File: config.mk
export PLATFORM = sky130hd
export DESIGN_NAME = nibble_table_crc64_engine
export DESIGN_NICKNAME = d
export VERILOG_FILES = /design/src/sv/ntcrc64_pkg.sv /design/src/sv/ntcrc64_fold.sv /design/src/sv/nibble_table_crc64_engine.sv
export VERILOG_INCLUDE_DIRS = /design/src /design/src/sv
export SDC_FILE = /design/constraint.sdc
export NUM_CORES = 2
export LEC_CHECK = 0
export ABC_CLOCK_PERIOD_IN_PS = 7400
export BUFFER_PORTS_ARGS = -buffer_cell sky130_fd_sc_hd__buf_2
export CAP_MARGIN = 30
export CORE_ASPECT_RATIO = 0.6
export CORE_MARGIN = 5
export CORE_UTILIZATION = 40
export CTS_BUF_LIST = sky130_fd_sc_hd__clkbuf_2 sky130_fd_sc_hd__clkbuf_4 sky130_fd_sc_hd__clkbuf_8
export DETAILED_ROUTE_END_ITERATION = 6
export PLACE_DENSITY_LB_ADDON = 0.3
export SLEW_MARGIN = 25
export SYNTH_ARGS = -nofsm -noshare
export SYNTH_HDL_FRONTEND = slang
export SYNTH_HIERARCHICAL = 1
export SYNTH_SLANG_ARGS = --single-unit
File: constraint.sdc
create_clock -name clk -period 7.4 [get_ports clk]
set_input_delay 0 -clock clk [delete_from_list [all_inputs] [get_ports clk]]
set_output_delay 0 -clock clk [all_outputs]
set_load 0.02 [all_outputs]
File: src/sv/assert_macros.svh
// Assertion macros shared by the CRC engine RTL.
// Each macro expects clk and rst in the scope where it is used.
`ifndef ASSERT_MACROS_SVH
`define ASSERT_MACROS_SVH

// Implication checked every clock outside reset.
`define ASSERT_ALWAYS(label, prop, msg) \
  label: assert property (@(posedge clk) disable iff (rst) prop) else $error(msg);

// Consequent checked in the clock after the antecedent.
`define ASSERT_NEXT(label, ante, cons, msg) \
  label: assert property (@(posedge clk) disable iff (rst) (ante) |=> (cons)) else $error(msg);

`endif

File: src/sv/ntcrc64_pkg.sv
// Types, constants and helpers for the nibble table CRC-64 engine.
// No dependencies.
package ntcrc64_pkg;

  localparam int CRC_W      = 64;
  localparam int BYTE_W     = 8;
  localparam int NIB_BITS   = 4;
  localparam int TBL_DEPTH  = 16;
  localparam int TBL_IDX_W  = 4;
  localparam int TOP_W      = 7;
  localparam int SHIFT_W    = 6;
  localparam int CFG_IDX_W  = 1;

  localparam logic [TBL_IDX_W-1:0] NIB_MASK = 4'hf;
  localparam logic [TOP_W-1:0]     TOP_MAX  = 7'd64;

  localparam logic REQ_DATA  = 1'b0;
  localparam logic REQ_TABLE = 1'b1;

  localparam logic [CFG_IDX_W-1:0] CFG_TOP_BIT = 1'd0;
  localparam logic [CFG_IDX_W-1:0] CFG_INIT    = 1'd1;

  typedef struct packed {
    logic                  req_type;
    logic [BYTE_W-1:0]     msg_byte;
    logic                  first_byte;
    logic                  last_byte;
    logic [TBL_IDX_W-1:0]  table_index;
    logic [CRC_W-1:0]      table_word;
  } item_t;

  typedef struct packed {
    logic                  tbl_we;
    logic [TBL_IDX_W-1:0]  tbl_idx;
    logic                  reflected;
    logic [SHIFT_W-1:0]    shift;
  } fold_ctrl_t;

  // Forward mode: bit position of the indexed nibble, saturated to 0..60.
  function automatic logic [SHIFT_W-1:0] shift_amount(input logic [TOP_W-1:0] top);
    logic [TOP_W-1:0] t;
    t = (top > TOP_MAX) ? TOP_MAX : top;
    if (t >= TOP_W'(NIB_BITS)) begin
      return SHIFT_W'(t - TOP_W'(NIB_BITS));
    end
    return '0;
  endfunction

endpackage

File: src/sv/ntcrc64_fold.sv
// Nibble table storage and the two chained nibble lookups for one byte.
// Depends on ntcrc64_pkg.
module ntcrc64_fold (
  input  logic                                       clk,
  input  ntcrc64_pkg::fold_ctrl_t                    ctrl,
  input  logic [ntcrc64_pkg::CRC_W-1:0]              tbl_word,
  input  logic [ntcrc64_pkg::CRC_W-1:0]              crc_in,
  input  logic [ntcrc64_pkg::BYTE_W-1:0]             data_in,
  output logic [ntcrc64_pkg::CRC_W-1:0]              crc_out
);

  logic [ntcrc64_pkg::CRC_W-1:0]     tbl [ntcrc64_pkg::TBL_DEPTH];
  logic [ntcrc64_pkg::TBL_IDX_W-1:0] idx0;
  logic [ntcrc64_pkg::TBL_IDX_W-1:0] idx1;
  logic [ntcrc64_pkg::CRC_W-1:0]     crc_mid;
  logic [ntcrc64_pkg::CRC_W-1:0]     sel0;
  logic [ntcrc64_pkg::CRC_W-1:0]     sel1;

  always_ff @(posedge clk) begin
    if (ctrl.tbl_we) begin
      tbl[ctrl.tbl_idx] <= tbl_word;
    end
  end

  // Reflected: low nibble first, shift right. Forward: high nibble first, shift left.
  always_comb begin
    sel0 = crc_in >> ctrl.shift;
    if (ctrl.reflected) begin
      idx0    = (crc_in[3:0] ^ data_in[3:0]) & ntcrc64_pkg::NIB_MASK;
      crc_mid = tbl[idx0] ^ (crc_in >> ntcrc64_pkg::NIB_BITS);
    end else begin
      idx0    = (sel0[3:0] ^ data_in[7:4]) & ntcrc64_pkg::NIB_MASK;
      crc_mid = tbl[idx0] ^ (crc_in << ntcrc64_pkg::NIB_BITS);
    end
    sel1 = crc_mid >> ctrl.shift;
    if (ctrl.reflected) begin
      idx1    = (crc_mid[3:0] ^ data_in[7:4]) & ntcrc64_pkg::NIB_MASK;
      crc_out = tbl[idx1] ^ (crc_mid >> ntcrc64_pkg::NIB_BITS);
    end else begin
      idx1    = (sel1[3:0] ^ data_in[3:0]) & ntcrc64_pkg::NIB_MASK;
      crc_out = tbl[idx1] ^ (crc_mid << ntcrc64_pkg::NIB_BITS);
    end
  end

endmodule

File: src/sv/nibble_table_crc64_engine.sv
// An accepted word is registered into the stage and folds into the CRC when the stage advances;
// a last byte's CRC is then registered into crc_value and held until taken.
// Throughput: one word per cycle, both nibble lookups in one fold stage; in_ready
// drops only while a last byte waits behind an untaken result, then follows out_ready.
// Reset (synchronous, active high) clears the CRC, configuration and valids;
// the nibble table is not cleared and must be written before it is read.
module nibble_table_crc64_engine (
  input  logic                                    clk,
  input  logic                                    rst,
  input  logic                                    cfg_we,
  input  logic [ntcrc64_pkg::CFG_IDX_W-1:0]       cfg_index,
  input  logic [ntcrc64_pkg::CRC_W-1:0]           cfg_data,
  input  logic                                    in_valid,
  output logic                                    in_ready,
  input  logic                                    req_type,
  input  logic [ntcrc64_pkg::BYTE_W-1:0]          msg_byte,
  input  logic                                    first_byte,
  input  logic                                    last_byte,
  input  logic [ntcrc64_pkg::TBL_IDX_W-1:0]       table_index,
  input  logic [ntcrc64_pkg::CRC_W-1:0]           table_word,
  output logic                                    out_valid,
  input  logic                                    out_ready,
  output logic [ntcrc64_pkg::CRC_W-1:0]           crc_value
);

  `include "assert_macros.svh"

  logic [ntcrc64_pkg::TOP_W-1:0] top_bit_position;
  logic [ntcrc64_pkg::CRC_W-1:0] initial_value;
  logic [ntcrc64_pkg::CRC_W-1:0] running_crc;
  ntcrc64_pkg::item_t            stage;
  logic                          stage_valid;

  logic                          is_data;
  logic                          has_result;
  logic                          advance;
  logic                          out_load;
  logic [ntcrc64_pkg::CRC_W-1:0] crc_base;
  logic [ntcrc64_pkg::CRC_W-1:0] crc_next;
  ntcrc64_pkg::fold_ctrl_t       fold_ctrl;

  assign is_data    = (stage.req_type == ntcrc64_pkg::REQ_DATA);
  assign has_result = is_data && stage.last_byte;
  assign advance    = stage_valid && (!has_result || !out_valid || out_ready);
  assign out_load   = advance && has_result;
  assign in_ready   = !stage_valid || advance;
  assign crc_base   = stage.first_byte ? initial_value : running_crc;

  assign fold_ctrl.tbl_we    = advance && (stage.req_type == ntcrc64_pkg::REQ_TABLE);
  assign fold_ctrl.tbl_idx   = stage.table_index;
  assign fold_ctrl.reflected = (top_bit_position == '0);
  assign fold_ctrl.shift     = ntcrc64_pkg::shift_amount(top_bit_position);

  ntcrc64_fold u_fold (
    .clk      (clk),
    .ctrl     (fold_ctrl),
    .tbl_word (stage.table_word),
    .crc_in   (crc_base),
    .data_in  (stage.msg_byte),
    .crc_out  (crc_next)
  );

  always_ff @(posedge clk) begin
    if (rst) begin
      top_bit_position <= '0;
      initial_value    <= '0;
    end else if (cfg_we) begin
      case (cfg_index)
        ntcrc64_pkg::CFG_TOP_BIT: top_bit_position <= cfg_data[ntcrc64_pkg::TOP_W-1:0];
        ntcrc64_pkg::CFG_INIT:    initial_value    <= cfg_data;
        default: ;
      endcase
    end
  end

  always_ff @(posedge clk) begin
    if (rst) begin
      stage_valid <= 1'b0;
    end else if (in_ready) begin
      stage_valid <= in_valid;
    end
  end

  always_ff @(posedge clk) begin
    if (in_ready && in_valid) begin
      stage.req_type    <= req_type;
      stage.msg_byte    <= msg_byte;
      stage.first_byte  <= first_byte;
      stage.last_byte   <= last_byte;
      stage.table_index <= table_index;
      stage.table_word  <= table_word;
    end
  end

  always_ff @(posedge clk) begin
    if (rst) begin
      running_crc <= '0;
    end else if (advance && is_data) begin
      running_crc <= crc_next;
    end
  end

  always_ff @(posedge clk) begin
    if (rst) begin
      out_valid <= 1'b0;
    end else if (out_load) begin
      out_valid <= 1'b1;
    end else if (out_ready) begin
      out_valid <= 1'b0;
    end
  end

  always_ff @(posedge clk) begin
    if (out_load) begin
      crc_value <= crc_next;
    end
  end

  `ASSERT_ALWAYS(a_empty_stage_ready, !stage_valid |-> in_ready, "empty stage not ready")
  `ASSERT_ALWAYS(a_load_only_last, out_load |-> (is_data && stage.last_byte), "bad result load")
  `ASSERT_NEXT(a_stall_holds_crc, stage_valid && !advance, $stable(running_crc), "crc moved in stall")
  `ASSERT_NEXT(a_table_keeps_crc, advance && !is_data, $stable(running_crc), "table write moved crc")

endmodule

Yosys cells after proc, flatten, opt, wreduce, memory -nomap -nowiden
Memories as Yosys holds them, arrays and structs flattened.
Index checks and enable logic that the tools add are counted.
{"block": "classes", "addsub": 1, "mul": 0, "n_div": 0, "magnitude_cmp": 2, "eq_ne": 0, "n_shift": 2, "n_mux": 11, "bitwise_logic": 10, "reduce_logical": 16}
{"operator": "2-to-1 mux 64 bit", "count": 3}
{"operator": ">> shifter 64 x 6 -> 4 bit", "count": 2}
{"operator": "bitwise XOR 64 x 60 -> 64 bit", "count": 2}
{"operator": "bitwise XOR 64 bit", "count": 2}
{"operator": "bitwise XOR 4 bit", "count": 4}
{"operator": "2-to-1 mux 6 bit", "count": 2}
{"operator": ">= comparator 7 x 3 -> 1 bit (second input constant)", "count": 1}
{"operator": "> comparator 7 bit (second input constant)", "count": 1}
{"operator": "logical NOT 7 bit", "count": 1}
{"operator": "2-to-1 mux 7 bit", "count": 1}
{"operator": "logical AND 1 bit", "count": 6}
{"operator": "subtractor 6 x 3 -> 6 bit (second input constant)", "count": 1}
{"operator": "2-to-1 mux 1 bit", "count": 5}
{"operator": "AND reduction 2 bit", "count": 2}
{"operator": "logical NOT 1 bit", "count": 3}
{"operator": "logical OR 1 bit", "count": 3}
{"operator": "NOT 1 bit", "count": 2}
{"operator": "nonzero test 2 bit", "count": 1}
{"block": "word_totals", "register_bits": 280, "latchBits": 0, "ram_bits": 1024, "mem_bits_ro": 0, "input_bits": 149, "word_cells": 55, "n_memories": 1}
{"name": "u_fold.tbl", "depth": 16, "word_bits": 64, "read_ports": 4, "rd_clocked_by_memory_dff": 0, "wr": 1, "line": "ntcrc64_fold.sv:12", "source": "logic [ntcrc64_pkg::CRC_W-1:0] tbl [ntcrc64_pkg::TBL_DEPTH];"}

Logic depth before layout (Yosys ltp)
An unclocked memory read counts as a cell.
{"block": "depth", "word_depth": 15, "depth_mapped": 37, "depth_no_buf": 25}

Hierarchy
The synthesis kept the hierarchy.
{"module": "ntcrc64_fold", "n_inst": 1, "cells_each": 6036, "area_per_inst_um2": 74006.0, "seq_area_each_um2": 30749.5}
{"module": "nibble_table_crc64_engine", "n_inst": 1, "cells_each": 821, "area_per_inst_um2": 10645.2, "seq_area_each_um2": 7036.7}

Least setup slack after synthesis
Ideal clock, no wire load.
{"block": "synth_timing", "kind": "flip-flop to flip-flop", "start": "register stage[69] (netlist name)", "end": "register running_crc[52] (netlist name)", "arrival_ns": 7.219, "required_ns": 7.328, "slack_ns": 0.109, "path_stages_with_launch": 31, "n_path_buf": 7, "path_cell_list": "edfxtp_1 > buf_2 > buf_2 > mux2_2 > clkbuf_1 > mux4_2 > nor2_1 > nor3_1 > nor4_4 > mux2_2 > nor2_1 > nor2_1 > clkbuf_1 > clkbuf_1 > a221o_1 > o31a_1 > o31a_1 > a22oi_1 > a21bo_2 > o211ai_1 > nand4_1 > xor2_2 > buf_2 > clkbuf_1 > mux2i_1 > o22ai_1 > nor4_1 > nor3_1 > a221oi_1 > nand2b_1 > mux2i_1"}
{"block": "synth_between", "elab_chain_cells": 11, "word_cells_on_any_way": 14, "classes_between": "2 x shift; 3 x mux; 8 x bitwise; 1 x memory"}
{"item": "start, declared", "line": "nibble_table_crc64_engine.sv:31", "source": "ntcrc64_pkg::item_t stage;"}
{"item": "2-to-1 mux 64 bit (*)", "line": "nibble_table_crc64_engine.sv:47", "source": "assign crc_base = stage.first_byte ? initial_value : running_crc;"}
{"item": "named net crc_base (one bit)", "line": "nibble_table_crc64_engine.sv:38", "source": "logic [ntcrc64_pkg::CRC_W-1:0] crc_base;"}
{"item": ">> shifter 64 x 6 -> 4 bit", "line": "ntcrc64_fold.sv:27", "source": "sel0 = crc_in >> ctrl.shift;"}
{"item": "bitwise XOR 4 bit", "line": "ntcrc64_fold.sv:32", "source": "idx0 = (sel0[3:0] ^ data_in[7:4]) & ntcrc64_pkg::NIB_MASK;"}
{"item": "memory read (16 x 64 bit)"}
{"item": "bitwise XOR 64 bit", "line": "ntcrc64_fold.sv:33", "source": "crc_mid = tbl[idx0] ^ (crc_in << ntcrc64_pkg::NIB_BITS);"}
{"item": "2-to-1 mux 64 bit (*)", "line": "ntcrc64_fold.sv:28", "source": "if (ctrl.reflected) begin"}
{"item": ">> shifter 64 x 6 -> 4 bit", "line": "ntcrc64_fold.sv:35", "source": "sel1 = crc_mid >> ctrl.shift;"}
{"item": "bitwise XOR 4 bit", "line": "ntcrc64_fold.sv:40", "source": "idx1 = (sel1[3:0] ^ data_in[3:0]) & ntcrc64_pkg::NIB_MASK;"}
{"item": "memory read (16 x 64 bit)"}
{"item": "bitwise XOR 64 bit", "line": "ntcrc64_fold.sv:41", "source": "crc_out = tbl[idx1] ^ (crc_mid << ntcrc64_pkg::NIB_BITS);"}
{"item": "2-to-1 mux 64 bit (*)", "line": "ntcrc64_fold.sv:36", "source": "if (ctrl.reflected) begin"}
{"item": "named net crc_next (one bit)", "line": "nibble_table_crc64_engine.sv:39", "source": "logic [ntcrc64_pkg::CRC_W-1:0] crc_next;"}
{"item": "end signal, assigned", "line": "nibble_table_crc64_engine.sv:99", "source": "running_crc <= crc_next;"}
{"item": "end, declared", "line": "nibble_table_crc64_engine.sv:30", "source": "logic [ntcrc64_pkg::CRC_W-1:0] running_crc;"}
Mark *: on every way through the listed nets, which the timed path passes. The rest lies on a longest branch.
A chain may end at the register's enable or synchronous reset.

Worst setup path in the final report
{"block": "layout_timing", "start": "register stage[69] (netlist name)", "end": "register running_crc[7] (netlist name)"}
The elaborated chain is that of the path after synthesis.

==> out/qor.yml <==
antenna_found_initial: 24
max_cap_viol_count: 0
required_ps: 8230
intPower_uw: 25100
area.growth.synth_to_final_pct: 35.6
synth_top_area_cell: "edfxtp_1"
async_flop_share_pct: 0
cts_num_sinks: 1304
start_util_pct: 40.3
nets: 8898
syn_area_um2: 84700
drtAntennaViolNets: 0
coreArea_um2: 210000
clockPowerShare_pct: 15.9
crit_slowest_cell: "xnor2_1"
layout_setup_ws_ps: -1190
drive_above_1_share_pct: 40.0
synth_seq_cells: 1304
numCtsBuffers: 204
setup_violations: 128
die_area_um2: 221000
synth_ff_type: "edfxtp_1"
post-route-min-period_ps: 8590
cp_slowest_stage_delay_ps: 690
power_uw: 43400
seq_power_share_pct: 19.8
wl_um: 450000
syn_nets: 7006
synth_cell_types: 105
hold_viol_final: 0
dr_wl_met3_um: 77100
via_count: 80600
fillers: 17300
syn_avg_cell_area_um2: 12.3
root_buffer: "clkbuf_8"
yosysMostFrequentCell: "edfxtp_1"
worstMarginPinSlew_ps: 1070
violations: "DRC, setup timing"
grt_use_total_pct: 38.6
die_w_um: 604
critical_path_class: "reg2reg"
fp-row-count: 130
clk_path_buf_depth: 4
slew_headroom_pct: 28.7
clk_latency_ps: 1020
placed_cell_area_um2: 100000
grt_pass1_wl_um: 607000
wl_per_cell_um: 38.5
ios: 215
status: "finished with violations"
synth.area.top_cells: "edfxtp_1 (41%), mux4_2 (17%), mux2i_1 (8.9%)"
combinationalPowerShare_pct: 64.3
ys_seq_area_share_pct: 44.6
hpwl_um: 311000
highest_layer: "met5"
cp.arrival_ps: 9420
io_buffers: 214
gp_congestion: 1.04
yosysTopAreaCellShare_pct: 41.4
leakage_uw: 0.0429
cts_tree: "yes"
sw_frac_of_total_pct: 42.2
path_max_fanout: 12
drcViolationCount: 16
timing.hold.worst.class: "in2reg"
cp-start-kind: "register"
vias_per_cell: 6.90
crit_top_cell: "buf_4"
ir_worst_vdd_v: 0.000175
fp.dieH_um: 366
grt_max_degree: 115
wl_met2_um: 174000
finalNonFillerCells: 11700
powerDensity_nw_per_um2: 378
finClkSkew_ps: 104
overflow: 0
h-tree-depth: 4
syn_inst: 6857
rsz0062_at_grt: "yes"
final-max-slew-violation-count: 0
endpoint_kind: "register"
worst_hold_slack_ps: 137
drt_iter0_drc: 15100
design_area_um2: 115000
grt_pass1_vias: 75300
power.switching_uw: 18300
ys_warn_count: 6
clkTransAtPathRegs_ps: 70
wl_met1_um: 172000
synthTopCellsByCount: "edfxtp_1 (1,167), nand2_1 (878), mux2i_1 (755)"
fmax_mhz: 116
fin_crit_sh_pct: 116
dr.pass1.iters: 6
synth_edf_count: 1167
dp.cells: 10700
## stage by stage
step	TNS, ps	util, %	setup slack (ps)
4_1_cts	-103660	53.1	-996
3_3_place_gp	-175740	47.7	-2010
2_1_floorplan	0	-	109
5_1_grt	-145550	54.7	-1310
6_report	-129340	54.7	-1190
3_5_place_dp	-181110	47.7	-2040
## power groups by stage
| stage | Combinational (µW) | Sequential [µW] | Clock, µW |
|---|---|---|---|
| 4_1_cts | 25200 | 8560 | 6930 |
| 6_report | 27900 | 8580 | 6910 |
| 3_3_place_gp | 23200 | 8710 | 0 |
| 5_1_grt | 28400 | 8580 | 7270 |
| 3_5_place_dp | 23300 | 8720 | 0 |
| 2_1_floorplan | 11900 | 8640 | 0 |
## layout by cell type (no fill, tap or decap), types with 49 or more instances in the layout
| cell type | netlist | final |
|---|---|---|
| a211oi_1 | 90 | 79 |
| a21oi_1 | 244 | 224 |
| a22oi_1 | 91 | 84 |
| and3_1 | 78 | 75 |
| buf_12 | 7 | 256 |
| buf_2 | 202 | 213 |
| buf_4 | 47 | 1292 |
| buf_6 | 19 | 85 |
| clkbuf_4 | 0 | 63 |
| clkbuf_8 | 0 | 220 |
| dfxtp_1 | 137 | 135 |
| dlygate4sd3_1 | 0 | 402 |
| edfxtp_1 | 1167 | 1167 |
| mux2_2 | 204 | 178 |
| mux2i_1 | 755 | 673 |
| mux2i_2 | 0 | 52 |
| mux4_2 | 628 | 628 |
| nand2_1 | 878 | 873 |
| nand2b_1 | 146 | 144 |
| nand3_1 | 145 | 137 |
| nor2_1 | 228 | 206 |
| nor3_1 | 55 | 49 |
| nor4_2 | 22 | 49 |
| o211ai_1 | 50 | 50 |
| o21ai_0 | 61 | 59 |
| o22ai_1 | 251 | 199 |
| xnor2_1 | 175 | 154 |
## repair_timing
item / in CTS / in global routing
setup endpoints to repair: 128 / 128
resized for setup: 324 / 387
gates cloned: 15 / 16
hold buffers: 402 / 0
hold endpoints to repair: 286 / 0
pin swaps: 81 / 122
buffers inserted: 98 / 135
## critical path, delay by kind of cell, from the launching register on
family	cells	cell delay, ps
compound gates	9	1810
xor+xnor	2	870
buf+inv	15	2800
flops	1	400
mux	5	1490
simple gates	7	1050
## routing by layer
layer  track usage [%]  vias to the layer above
li1                  -                    31300
met1              53.8                    40100
met2              51.4                     7745
met3              16.6                     1434
met4              17.3                       15
met5             0.840                        -
## worst paths after layout
| path | slack (ps) | startpoint | end | cells past startpoint |
|---|---|---|---|---|
| setup / recovery | -1190 | stage[69] | running_crc[7] | 38 |
| hold / removal | 140 | in_valid | stage[16] | 3 |
| setup reg to reg | -1190 | stage[69] | running_crc[7] | 38 |
| hold reg to reg | 480 | initial_value[6] | initial_value[6] | 2 |
## state kept, by name (all words and copies together) (netlist names)
register	flops
crc_value	64
fold_ctrl	4
initial_value	64
out_valid	1
running_crc	64
stage	75
stage_valid	1
top_bit_position	7
u_fold/tbl	1024
## cell type report
type	instances	area, µm²	share of cell area [%]
Clock inverter	82	860	0.749
Inverter	36	138	0.120
Clock buffer	283	3500	3.05
Multi-Input combinational cell	4899	46800	40.8
Timing Repair Buffer	2304	22200	19.3
Tap cell	2772	3470	3.02
Sequential cell	1304	37800	32.9
Antenna cell	12	30.0	0.0262
## kinds of logic (layout without fill, tap and decap cells)
group                     Yosys count  after routing  synth area share (%)
and+or+nand+nor                  1787           1788                  10.1
DFF                              1304           1304                  44.6
buffers and inverters             655           2705                  3.71
other                               0             12                     0
xor gates and xnor gates          223            223                  2.32
muxes                            1590           1590                  28.4
AOI/OAI and AO/OA                1298           1298                  10.8
(Power assumes the default switching activity.)
